==> src/stq_pkg.sv <==
// Package for the sorted timer queue: widths, result kinds and entry type.
// Used by stq_delay and the top level; depends on nothing.
package stq_pkg;
    localparam int TIMERS    = 16;
    localparam int TIME_BITS = 48;
    localparam int IDX_BITS  = $clog2(TIMERS);
    localparam int CNT_BITS  = $clog2(TIMERS + 1);
    localparam int HBITS     = 8;
    localparam int DBITS     = 48;
    localparam logic [31:0] MIN_ARM_RESET = 32'd100000;

    typedef enum logic [1:0] {
        K_FIRED  = 2'd0,
        K_ARM    = 2'd1,
        K_NOARM  = 2'd2,
        K_REJECT = 2'd3
    } t_kind;

    localparam logic FUNC_ADD    = 1'b0;
    localparam logic FUNC_EXPIRE = 1'b1;

    typedef struct packed {
        logic [TIME_BITS-1:0] dl;
        logic [TIME_BITS-1:0] iv;
        logic [HBITS-1:0]     h;
    } t_entry;

    typedef struct packed {
        t_kind            kind;
        logic [HBITS-1:0] h;
        logic [DBITS-1:0] delay;
        logic             last;
    } t_result;
endpackage

==> src/stq_ram.sv <==
// Generic single-port-write, single-read synchronous RAM with registered read data.
// Depends on nothing.
module stq_ram #(
    parameter int WIDTH = 8,
    parameter int DEPTH = 16,
    parameter int ABITS = 4
) (
    input  logic             i_clk,
    input  logic             i_we,
    input  logic [ABITS-1:0] i_waddr,
    input  logic [WIDTH-1:0] i_wdata,
    input  logic [ABITS-1:0] i_raddr,
    output logic [WIDTH-1:0] o_rdata
);
    logic [WIDTH-1:0] r_mem [DEPTH];

    always_ff @(posedge i_clk) begin
        if (i_we) begin
            r_mem[i_waddr] <= i_wdata;
        end
        o_rdata <= r_mem[i_raddr];
    end
endmodule

==> src/stq_delay.sv <==
// Re-arm delay: deadline minus now, floored at zero and at the minimum, saturated.
// Depends on stq_pkg.
module stq_delay
    import stq_pkg::*;
(
    input  logic [TIME_BITS-1:0] i_dl,
    input  logic [TIME_BITS-1:0] i_now,
    input  logic [31:0]          i_min,
    output logic [DBITS-1:0]     o_delay
);
    logic [TIME_BITS-1:0] diff;
    logic [TIME_BITS+32:0] wide;

    always_comb begin
        diff = (i_dl > i_now) ? (i_dl - i_now) : '0;
        wide = (TIME_BITS+33)'(diff);
        if (wide < (TIME_BITS+33)'(i_min)) begin
            wide = (TIME_BITS+33)'(i_min);
        end
        if (wide > (TIME_BITS+33)'({DBITS{1'b1}})) begin
            o_delay = {DBITS{1'b1}};
        end else begin
            o_delay = wide[DBITS-1:0];
        end
    end
endmodule

==> src/sorted_timer_queue_unit.sv <==
// Top level of the sorted timer queue: sequencer, APB register and entry memories.
// Depends on stq_pkg, stq_ram and stq_delay.
//
//  channel | dir | handshake         | payload
//  s_axis  | in  | tvalid/tready     | tdata {handle,iv,deadline,now}, tuser func
//  m_axis  | out | tvalid/tready     | tdata {delay,handle,kind}, tlast
//  apb     | in  | psel/penable      | reg 0 min_arm_delay at 0x0
//
// One item at a time. An add walks from the tail, reading each entry and then
// comparing and shifting it. An expire checks the due head (one fired result each),
// compacts the rest and reinserts each repeating timer by an add-style walk. Each
// memory sees at most one read and one write port access per cycle. Reset empties
// the table at once; output stalls hold the sequencer.
module sorted_timer_queue_unit
    import stq_pkg::*;
(
    input  logic         i_clk,
    input  logic         i_rst_n,
    input  logic         s_axis_tvalid,
    output logic         s_axis_tready,
    // [47:0] now_time, [95:48] deadline, [143:96] repeat_interval, [151:144] timer_handle
    input  logic [151:0] s_axis_tdata,
    // [0] func
    input  logic         s_axis_tuser,
    output logic         m_axis_tvalid,
    input  logic         m_axis_tready,
    // [1:0] kind, [9:2] fired_handle, [57:10] arm_delay, [63:58] zero
    output logic [63:0]  m_axis_tdata,
    output logic         m_axis_tlast,
    input  logic         psel,
    input  logic         penable,
    input  logic         pwrite,
    input  logic [1:0]   paddr,
    input  logic [31:0]  pwdata,
    output logic [31:0]  prdata,
    output logic         pready
);
    typedef enum logic [11:0] {
        S_IDLE   = 12'b000000000001,
        S_ARD    = 12'b000000000010, // insert: read entry at scan
        S_ACMP   = 12'b000000000100, // insert: compare, shift down
        S_AWR    = 12'b000000001000, // insert: write new entry
        S_ERD    = 12'b000000010000, // expire: read head scan
        S_ECMP   = 12'b000000100000,
        S_CRD    = 12'b000001000000, // compaction read
        S_CWR    = 12'b000010000000,
        S_RRD    = 12'b000100000000, // reinsert: read the saved entry
        S_RNXT   = 12'b001000000000,
        S_HRD    = 12'b010000000000, // read head for final delay
        S_HFIN   = 12'b100000000000
    } t_state;

    t_state r_state, n_state;
    logic [CNT_BITS-1:0] r_occ, n_occ;
    logic [31:0] r_min;
    logic [TIME_BITS-1:0] r_now, n_now;
    t_entry r_new, n_new;
    logic [CNT_BITS-1:0] r_pos, n_pos;   // scan/shift pointer
    logic [CNT_BITS-1:0] r_k, n_k;       // count removed
    logic [CNT_BITS-1:0] r_j, n_j;       // reinsert index
    logic r_ins_exp, n_ins_exp;           // insert belongs to expire
    logic r_ovalid, n_ovalid;
    t_result r_out, n_out;

    // main table and a saved copy of removed entries
    logic tab_we, sav_we;
    logic [IDX_BITS-1:0] tab_wa, tab_ra, sav_wa, sav_ra;
    t_entry tab_wd, tab_rd, sav_rd;

    stq_ram #(.WIDTH($bits(t_entry)), .DEPTH(TIMERS), .ABITS(IDX_BITS)) u_tab (
        .i_clk(i_clk), .i_we(tab_we), .i_waddr(tab_wa), .i_wdata(tab_wd),
        .i_raddr(tab_ra), .o_rdata(tab_rd)
    );
    stq_ram #(.WIDTH($bits(t_entry)), .DEPTH(TIMERS), .ABITS(IDX_BITS)) u_sav (
        .i_clk(i_clk), .i_we(sav_we), .i_waddr(sav_wa), .i_wdata(tab_rd),
        .i_raddr(sav_ra), .o_rdata(sav_rd)
    );

    logic [DBITS-1:0] dly;
    logic [TIME_BITS-1:0] dly_dl;
    stq_delay u_dly (.i_dl(dly_dl), .i_now(r_now), .i_min(r_min), .o_delay(dly));

    logic out_free;
    logic [TIME_BITS:0] sum;
    assign out_free = !r_ovalid || m_axis_tready;
    assign sum = {1'b0, r_now} + {1'b0, sav_rd.iv};

    assign s_axis_tready = (r_state == S_IDLE) && !r_ovalid;
    assign m_axis_tvalid = r_ovalid;
    assign m_axis_tdata  = {6'd0, r_out.delay, r_out.h, r_out.kind};
    assign m_axis_tlast  = r_out.last;
    assign pready = 1'b1;
    assign prdata = r_min;

    always_comb begin
        n_state = r_state; n_occ = r_occ; n_now = r_now; n_new = r_new;
        n_pos = r_pos; n_k = r_k; n_j = r_j; n_ins_exp = r_ins_exp;
        n_ovalid = r_ovalid && !m_axis_tready; n_out = r_out;
        tab_we = 1'b0; tab_wa = r_pos[IDX_BITS-1:0]; tab_wd = r_new;
        tab_ra = r_pos[IDX_BITS-1:0];
        sav_we = 1'b0; sav_wa = r_pos[IDX_BITS-1:0]; sav_ra = r_j[IDX_BITS-1:0];
        dly_dl = r_new.dl;
        unique case (r_state)
            S_IDLE: begin
                if (s_axis_tvalid && s_axis_tready) begin
                    n_now = s_axis_tdata[TIME_BITS-1:0];
                    n_new.dl = s_axis_tdata[95:48];
                    n_new.iv = s_axis_tdata[143:96];
                    n_new.h  = s_axis_tdata[151:144];
                    n_ins_exp = 1'b0;
                    n_pos = '0;
                    if (s_axis_tuser == FUNC_EXPIRE) begin
                        n_k = '0;
                        n_state = S_ERD;
                    end else if (r_occ >= CNT_BITS'(TIMERS)) begin
                        n_out = '{kind: K_REJECT, h: '0, delay: '0, last: 1'b1};
                        n_ovalid = 1'b1;
                    end else begin
                        n_pos = r_occ;
                        n_state = S_ARD;
                    end
                end
            end
            // walk from the tail: shift entries with dl > new down by one
            S_ARD: begin
                if (r_pos == '0) begin
                    n_state = S_AWR;
                end else begin
                    tab_ra = IDX_BITS'(r_pos - 1'b1);
                    n_state = S_ACMP;
                end
            end
            S_ACMP: begin
                if (tab_rd.dl > r_new.dl) begin
                    tab_we = 1'b1; tab_wd = tab_rd;
                    n_pos = r_pos - 1'b1;
                    n_state = S_ARD;
                end else begin
                    n_state = S_AWR;
                end
            end
            S_AWR: begin
                if (out_free || r_ins_exp) begin
                    tab_we = 1'b1;
                    n_occ = r_occ + 1'b1;
                    if (r_ins_exp) begin
                        n_j = r_j + 1'b1;
                        n_state = S_RNXT;
                    end else begin
                        dly_dl = r_new.dl;
                        n_out = (r_pos == '0)
                            ? t_result'{kind: K_ARM, h: '0, delay: dly, last: 1'b1}
                            : t_result'{kind: K_NOARM, h: '0, delay: '0, last: 1'b1};
                        n_ovalid = 1'b1;
                        n_state = S_IDLE;
                    end
                end
            end
            S_ERD: begin
                if (r_pos >= r_occ) begin
                    n_state = S_CRD;
                    n_pos = r_k;
                end else begin
                    n_state = S_ECMP;
                end
            end
            S_ECMP: begin
                if (tab_rd.dl < r_now) begin
                    if (out_free) begin
                        sav_we = 1'b1;
                        n_out = '{kind: K_FIRED, h: tab_rd.h, delay: '0, last: 1'b0};
                        n_ovalid = 1'b1;
                        n_pos = r_pos + 1'b1;
                        n_k = r_k + 1'b1;
                        n_state = S_ERD;
                    end
                end else begin
                    n_pos = r_k;
                    n_state = S_CRD;
                end
            end
            S_CRD: begin
                if (r_pos >= r_occ) begin
                    n_occ = r_occ - r_k;
                    n_j = '0;
                    n_state = S_RNXT;
                end else begin
                    n_state = S_CWR;
                end
            end
            S_CWR: begin
                tab_we = 1'b1; tab_wd = tab_rd;
                tab_wa = IDX_BITS'(r_pos - r_k);
                n_pos = r_pos + 1'b1;
                tab_ra = IDX_BITS'(r_pos + 1'b1);
                n_state = S_CRD;
            end
            S_RNXT: begin
                if (r_j >= r_k) begin
                    tab_ra = '0;
                    n_state = S_HRD;
                end else begin
                    n_state = S_RRD;
                end
            end
            S_RRD: begin
                if (sav_rd.iv == '0) begin
                    n_j = r_j + 1'b1;
                    n_state = S_RNXT;
                end else begin
                    n_new.iv = sav_rd.iv;
                    n_new.h  = sav_rd.h;
                    n_new.dl = sum[TIME_BITS] ? {TIME_BITS{1'b1}} : sum[TIME_BITS-1:0];
                    n_ins_exp = 1'b1;
                    n_pos = r_occ;
                    n_state = S_ARD;
                end
            end
            S_HRD: begin
                tab_ra = '0;
                n_state = S_HFIN;
            end
            S_HFIN: begin
                if (out_free) begin
                    dly_dl = tab_rd.dl;
                    n_out = (r_occ == '0 || tab_rd.dl == '0)
                        ? t_result'{kind: K_NOARM, h: '0, delay: '0, last: 1'b1}
                        : t_result'{kind: K_ARM, h: '0, delay: dly, last: 1'b1};
                    n_ovalid = 1'b1;
                    n_state = S_IDLE;
                end else begin
                    tab_ra = '0;
                end
            end
            default: n_state = S_IDLE;
        endcase
        // keep the stalled compare reading the same entry
        if (r_state == S_ECMP && !n_ovalid && n_state == S_ECMP) begin
            tab_ra = r_pos[IDX_BITS-1:0];
        end
        if (r_state == S_ECMP && n_state == S_ECMP) begin
            tab_ra = r_pos[IDX_BITS-1:0];
        end
        if (r_state == S_ERD) begin
            tab_ra = r_pos[IDX_BITS-1:0];
        end
        if (r_state == S_ECMP && n_state == S_CRD) begin
            tab_ra = r_k[IDX_BITS-1:0];
        end
        if (r_state == S_ECMP && n_state == S_ERD) begin
            tab_ra = IDX_BITS'(r_pos + 1'b1);
        end
        if (r_state == S_ERD && n_state == S_CRD) begin
            tab_ra = r_k[IDX_BITS-1:0];
        end
        if (r_state == S_RNXT && n_state == S_RRD) begin
            sav_ra = r_j[IDX_BITS-1:0];
        end
        if (r_state == S_AWR && !(out_free || r_ins_exp)) begin
            tab_we = 1'b0;
        end
    end

    always_ff @(posedge i_clk) begin
        if (!i_rst_n) begin
            r_state <= S_IDLE;
            r_occ <= '0;
            r_ovalid <= 1'b0;
            r_min <= MIN_ARM_RESET;
        end else begin
            r_state <= n_state;
            r_occ <= n_occ;
            r_ovalid <= n_ovalid;
            if (psel && penable && pwrite && paddr == 2'd0) begin
                r_min <= pwdata;
            end
        end
        r_now <= n_now; r_new <= n_new; r_pos <= n_pos; r_k <= n_k; r_j <= n_j;
        r_ins_exp <= n_ins_exp; r_out <= n_out;
    end
endmodule
==> config.mk <==
export PLATFORM = sky130hd
export DESIGN_NAME = sorted_timer_queue_unit
export DESIGN_NICKNAME = d
export VERILOG_FILES = /design/src/stq_pkg.sv /design/src/stq_ram.sv /design/src/stq_delay.sv /design/src/sorted_timer_queue_unit.sv
export SDC_FILE = /design/constraint.sdc
export NUM_CORES = 2
export LEC_CHECK = 0
export ABC_AREA = 1
export BUFFER_PORTS_ARGS = -buffer_cell sky130_fd_sc_hd__buf_2
export CAP_MARGIN = 20
export CELL_PAD_IN_SITES_DETAIL_PLACEMENT = 0
export CELL_PAD_IN_SITES_GLOBAL_PLACEMENT = 1
export CORE_MARGIN = 4
export CORE_UTILIZATION = 35
export CTS_CLUSTER_SIZE = 20
export DETAILED_ROUTE_END_ITERATION = 10
export PLACE_DENSITY_LB_ADDON = 0.08
export SLEW_MARGIN = 10
export SYNTH_ARGS = -nofsm -noshare
export SYNTH_HDL_FRONTEND = slang
export SYNTH_SLANG_ARGS = --single-unit
==> constraint.sdc <==
create_clock -name i_clk -period 22.3 [get_ports i_clk]
set_clock_uncertainty 0.15 [all_clocks]
set_input_delay 6.69 -clock i_clk [delete_from_list [all_inputs] [get_ports i_clk]]
set_output_delay 6.69 -clock i_clk [all_outputs]
set_load 0.01 [all_outputs]
# --- After elaboration in Yosys (flattened, before gate mapping) ---
# Memories as Yosys holds them, arrays and structs flattened. A register that Yosys moved wholly into a read port is not among the register bits.
# Index checks and enable logic that the tools add are counted.
totals:
  wordCells: 196
  register_bits: 277
  mem_count: 2
  ram_bits: 3328
  out_inout_bits: 100
mem_list:
  columns: ["memory", "depth", "word_bits", "rd", "rd_clocked_by_memory_dff", "write_ports", "line", "text"]
  rows:
  - ["u_sav.r_mem", 16, 104, 1, 1, 1, "stq_ram.sv:15", "logic [WIDTH-1:0] r_mem [DEPTH];"]
  - ["u_tab.r_mem", 16, 104, 1, 1, 1, "stq_ram.sv:15", null]
classes:
  n_reduce_logical: 38
  n_addsub: 9
  mux: 92
  magnitude_cmp: 8
  n_eq_ne: 31
op_table:
  columns: ["operator", "count"]
  rows:
  - ["$mux W59", 10]
  - ["$pmux W104 S2", 2]
  - ["$mux W104", 3]
  - ["$mux W48", 6]
  - ["$pmux W59 S4", 1]
  - ["$pmux W12 S12", 1]
  - ["$gt A48 B48 Y1", 2]
  - ["$logic_not A48 Y1", 2]
  - ["$mux W5", 18]
  - ["$mux W12", 7]
  - ["$add A48 B48 Y49", 1]
  - ["$gt A48 B48 Y1 const B", 1]
  - ["$lt A48 B32 Y1", 1]
  - ["$lt A48 B48 Y1", 1]
  - ["$mux W4", 12]
  - ["$sub A48 B48 Y48", 1]
  - ["$mux W10", 3]
  - ["$pmux W5 S6", 1]
  - ["$eq A12 B5 Y1 const B", 2]
  - ["$eq A12 B6 Y1 const B", 2]
  - ["$eq A12 B7 Y1 const B", 2]
  - ["$ne A2 B2 Y1 const B", 12]
  - ["$add A5 B1 Y5 const B", 4]
  - ["$pmux W4 S5", 1]
  - ["38 further kinds", 82]

# --- Depth between registers and ports, before layout ---
logic_depth:
  depth_word: 15
  ltp_mapped: 42

# --- Modules after synthesis ---
# From an unflattened synthesis, not the netlist that was laid out.
unflattened:
  hier_cells: 17481
  hier_area_um2: 172227.7
modules_own_cells:
  columns: ["module", "n_inst", "area_each_um2", "cells_per_inst"]
  rows:
  - ["stq_ram (u_tab)", 1, 73181.4, 6826]
  - ["stq_ram (u_sav)", 1, 73180.2, 6824]
  - ["sorted_timer_queue_unit", 1, 20662.3, 2819]
  - ["stq_delay", 1, 5203.7, 1012]

# --- Least setup slack after synthesis ---
# No wires, ideal clock.
synth_timing:
  path_kind: "in2reg"
  from: "input port m_axis_tready"
  to: "register r_out (netlist bit m_axis_tdata[0]), enable pin"
  arrival_ns: 16.330
  path_buffers: 0
  setup_slack_ns: 5.029
  path_stages: 6
  setup_time_ns: 0.791
  cell_sequence: "nor2_1 > inv_1 > nor2_1 > inv_1 > nand3_1 > a2111oi_0"
synth_between:
  elab_chain_len: 4
  word_cells_on_any_way: 6
synth_lines:
  columns: ["element", "line", "text"]
  rows:
  - ["from (decl)", "sorted_timer_queue_unit.sv:26", "input logic m_axis_tready,"]
  - ["$logic_or A1 B1 Y1 (*)", "sorted_timer_queue_unit.sv:85", "assign out_free = !r_ovalid || m_axis_tready;"]
  - ["$logic_or A1 B1 Y1", "sorted_timer_queue_unit.sv:143", "if (out_free || r_ins_exp) begin"]
  - ["$ne A2 B1 Y1 (no source line)", null, null]
  - ["$reduce_and A9 Y1 (no source line) (*)", null, null]
  - ["to (signal assigned)", "sorted_timer_queue_unit.sv:279", "r_ins_exp <= n_ins_exp; r_out <= n_out;"]
  - ["to (decl)", "sorted_timer_queue_unit.sv:63", "t_result r_out, n_out;"]
# Every way passes the cells marked *; elsewhere a longest branch is shown, timed or not.
# A chain may end at the register's enable or synchronous reset.

==> summary.txt <==
Setup path
  – Arrival time at the worst endpoint: 13150 ps
  – Cell mode on critical path: nand2_1
  – CP max stage cell: clkinv_1
  – Critical Path RT: 22800 ps
  – Crit Path Class: input pin to flip-flop
  – Crit end category: flip-flop
  – Crit start category: input pin
  – Max incr delay on CP: 620 ps
  – CP Max Fanout: 97

Timing
  – Hold Worst Slack: 353 ps
  – RSZ-0062 raised after global routing: no
  – Crit path time final: 12650 ps
  – Final Hold Viols: 0
  – Fmax: 79.0 MHz
  – Worst-margin pin slew: 1210 ps
  – Slew Viols, Final: 0
  – Endpoints failing setup: 0
  – Worst rel slew slack: 0.191
  – Final Cycle Share: 0.567
  – Setup tns final: 0 ps

Floorplan
  – Core area: 0.369 mm2
  – Initial core utilization: 0.352
  – Num rows: 223
  – Die W: 617 um
  – Die H: 617 um
  – Io pins: 294
  – Die ar.: 0.381 mm2

Routing
  – Routed wire length per instance: 28.6 um
  – Routed Wire Length: 491 mm
  – Number of DRC markers in iteration 0: 8588
  – 1st-pass router iterations: 8
  – Remaining antenna violation count: 0
  – # DRC: 0
  – Via count: 92800
  – Routed vias/inst: 5.40

Logic synthesis
  – Mapped Avg Cell Area: 11.0 um2
  – Adder-Cell Fraction of Synth Area: 0.0243
  – Netlist Area Pre-Place: 0.130 mm2
  – Async S/R FF share, synth: 0
  – Ys flop type: edfxtp_1
  – Synth Area in Compound Gates: 0.0611
  – Sequential area share after synthesis: 0.677
  – Post-synthesis cell type count: 63
  – Largest family of logic cells by synthesized area: simple AND/OR/NAND/NOR gates
  – Syn Inst Count: 11800
  – Number of synthesized flops with an enable pin: 2787
  – Seq cells post-synth: 2997
  – Warnings from Yosys: 0
  – Synth Area in XOR/XNOR: 0.00439
  – Mux cell area share after synthesis: 0
  – Simple-gate share of the synthesized area: 0.189

CTS
  – Clock Path Buffers: 4
  – CTS root buf: clkbuf_16
  – CTS buffer count: 344
  – Hold-fix buffers at CTS: 0
  – CTS tree: built
  – Post-CTS Setup Inserts: 0
  – Htree depth: 5
  – CTS resizes: 0
  – Clk slew on worst S/H paths: 60 ps
  – Clk sinks: 2997
  – Clk Latency, worst-skew pair: 960 ps

Pwr
  – Power share of the clock group: 0.342
  – Comb power frac: 0.223
  – Power per standard cell area: 113 mW/mm2
  – Sw frac: 0.334
  – Worst vdd ir: 0.0815 mV
  – Register share of total power: 0.435
  – Int Pwr: 11200 uW
  – Leak: 0.0552 uW
  – Net Sw Power: 5590 uW

Finish
  – Most common cell after layout, fill and taps aside: edfxtp_1
  – Fraction of layout cells with a size suffix above 1: 0.0936
  – Area Growth Syn to Fin: 14.2%
  – Final Core Density: 0.402
  – Most frequent cells in the layout: edfxtp_1, nand2_1, nand3_1, nor2_1, inv_1
  – Nets: 12400

Min path
  – Hold Crit Class: flip-flop to flip-flop

Run status
  – Status: completed

Global routing
  – Met2 Usage GRT: 0.427
  – Pin count of the biggest net entering global routing: 195
  – Overall routing resource usage: 0.249
  – GR Util met1: 0.330
  – First-pass GRT wire length: 688 mm
  – Vias in the first global route: 90600
  – Global route overflow: 0
  – GRT busiest layer: met2
  – Initial antenna violation count: 19
  – Routing usage on met3: 0.0330

Placed design
  – PortBufs: 286
  – RePlAce Congestion: 0.920
  – Final HPWL DP: 290 mm

Job
  – Max cap viols: 0
==> area by class of cell <==
cell class | instances | area [um2]
fillers | 35600 | 221000
multi-input cells | 7416 | 36700
repair buffers | 527 | 3510
diodes | 9 | 22.5
clock inverters | 148 | 1700
well taps | 4950 | 6190
inverters | 663 | 2510
flip-flops and latches | 2997 | 87900
clock buffers | 490 | 9720
==> path summary, 6_finish.rpt <==
check | from | endpoint | slack, ps | depth (start not counted)
setup / recovery | m_axis_tready | m_axis_tdata[24] | 9650 | 32
hold / removal | u_sav.o_rdata[4] | r_new[4] | 350 | 2
hold reg to reg | u_sav.o_rdata[4] | r_new[4] | 350 | 2
setup reg to reg | u_tab.o_rdata[88] | u_tab.r_mem[9][38] | 14030 | 15
==> flip-flops by register name, summed over array words and instances (netlist names) <==
signal / cells
r_j: 5
m_axis_tvalid: 1
u_sav.o_rdata: 56
m_axis_tdata: 58
r_new: 104
prdata: 32
r_now: 48
u_tab.o_rdata: 104
r_pos: 5
r_k: 5
r_state: 12
r_occ: 5
r_ins_exp: 1
u_sav.r_mem: 896
m_axis_tlast: 1
u_tab.r_mem: 1664
==> critical path, delay by kind of cell <==
family	cells	cell delay, ps
AOI/OAI and AO/OA	6	990
buffers and inverters	7	2110
adders and majority gates	2	650
and+or+nand+nor	17	2560
==> synth_stat cells (121+ instances only) <==
cell type,n,area share
a21oi_1,441,0.017
buf_2,289,0.011
clkbuf_1,335,0.0097
dfxtp_1,210,0.032
edfxtp_1,2787,0.64
ha_1,246,0.024
inv_1,650,0.019
nand2_1,2602,0.075
nand3_1,2216,0.085
nor2_1,691,0.020
o21ai_0,591,0.023
o221ai_1,121,0.0082
==> power by group through the flow <==
| stage | registers, uW | logic [uW] | clock network [uW] |
|---|---|---|---|
| CTS | 7310 | 3800 | 5860 |
| finish | 7290 | 3750 | 5730 |
| global placement | 7410 | 3770 | 0 |
| detailed placement | 7420 | 3780 | 0 |
| floorplan | 7140 | 2320 | 0 |
| global route | 7310 | 4150 | 6090 |
==> metal layers <==
layer,vias up,routed length (um)
li1,42200,-
met1,47200,208000
met2,2739,241000
met3,657,26800
met4,6,15500
met5,-,34
==> metrics by stage <==
step / total power, uW / setup WS, ps / instances / area, um2
after floorplan: 9460 / 5030 / 11800 / 130000
after global placement: 11200 / 8260 / 16500 / 137000
after detailed placement: 11200 / 8050 / 16500 / 137000
after CTS: 17000 / 9030 / 17200 / 148000
after global routing: 17600 / 8830 / 17200 / 148000
final: 16800 / 9650 / 17200 / 148000
==> logic make-up (layout without fill, tap and decap cells) <==
kind of cell    count (synthesis)  in the layout
buf+inv                      1369           1828
fa+ha+maj                     250            250
other cells                     2             16
simple gates                 5688           5688
compound gates               1406           1406
flops                        2997           2997
xor+xnor                       65             65
No activity file was read; power rests on OpenSTA's default activity.
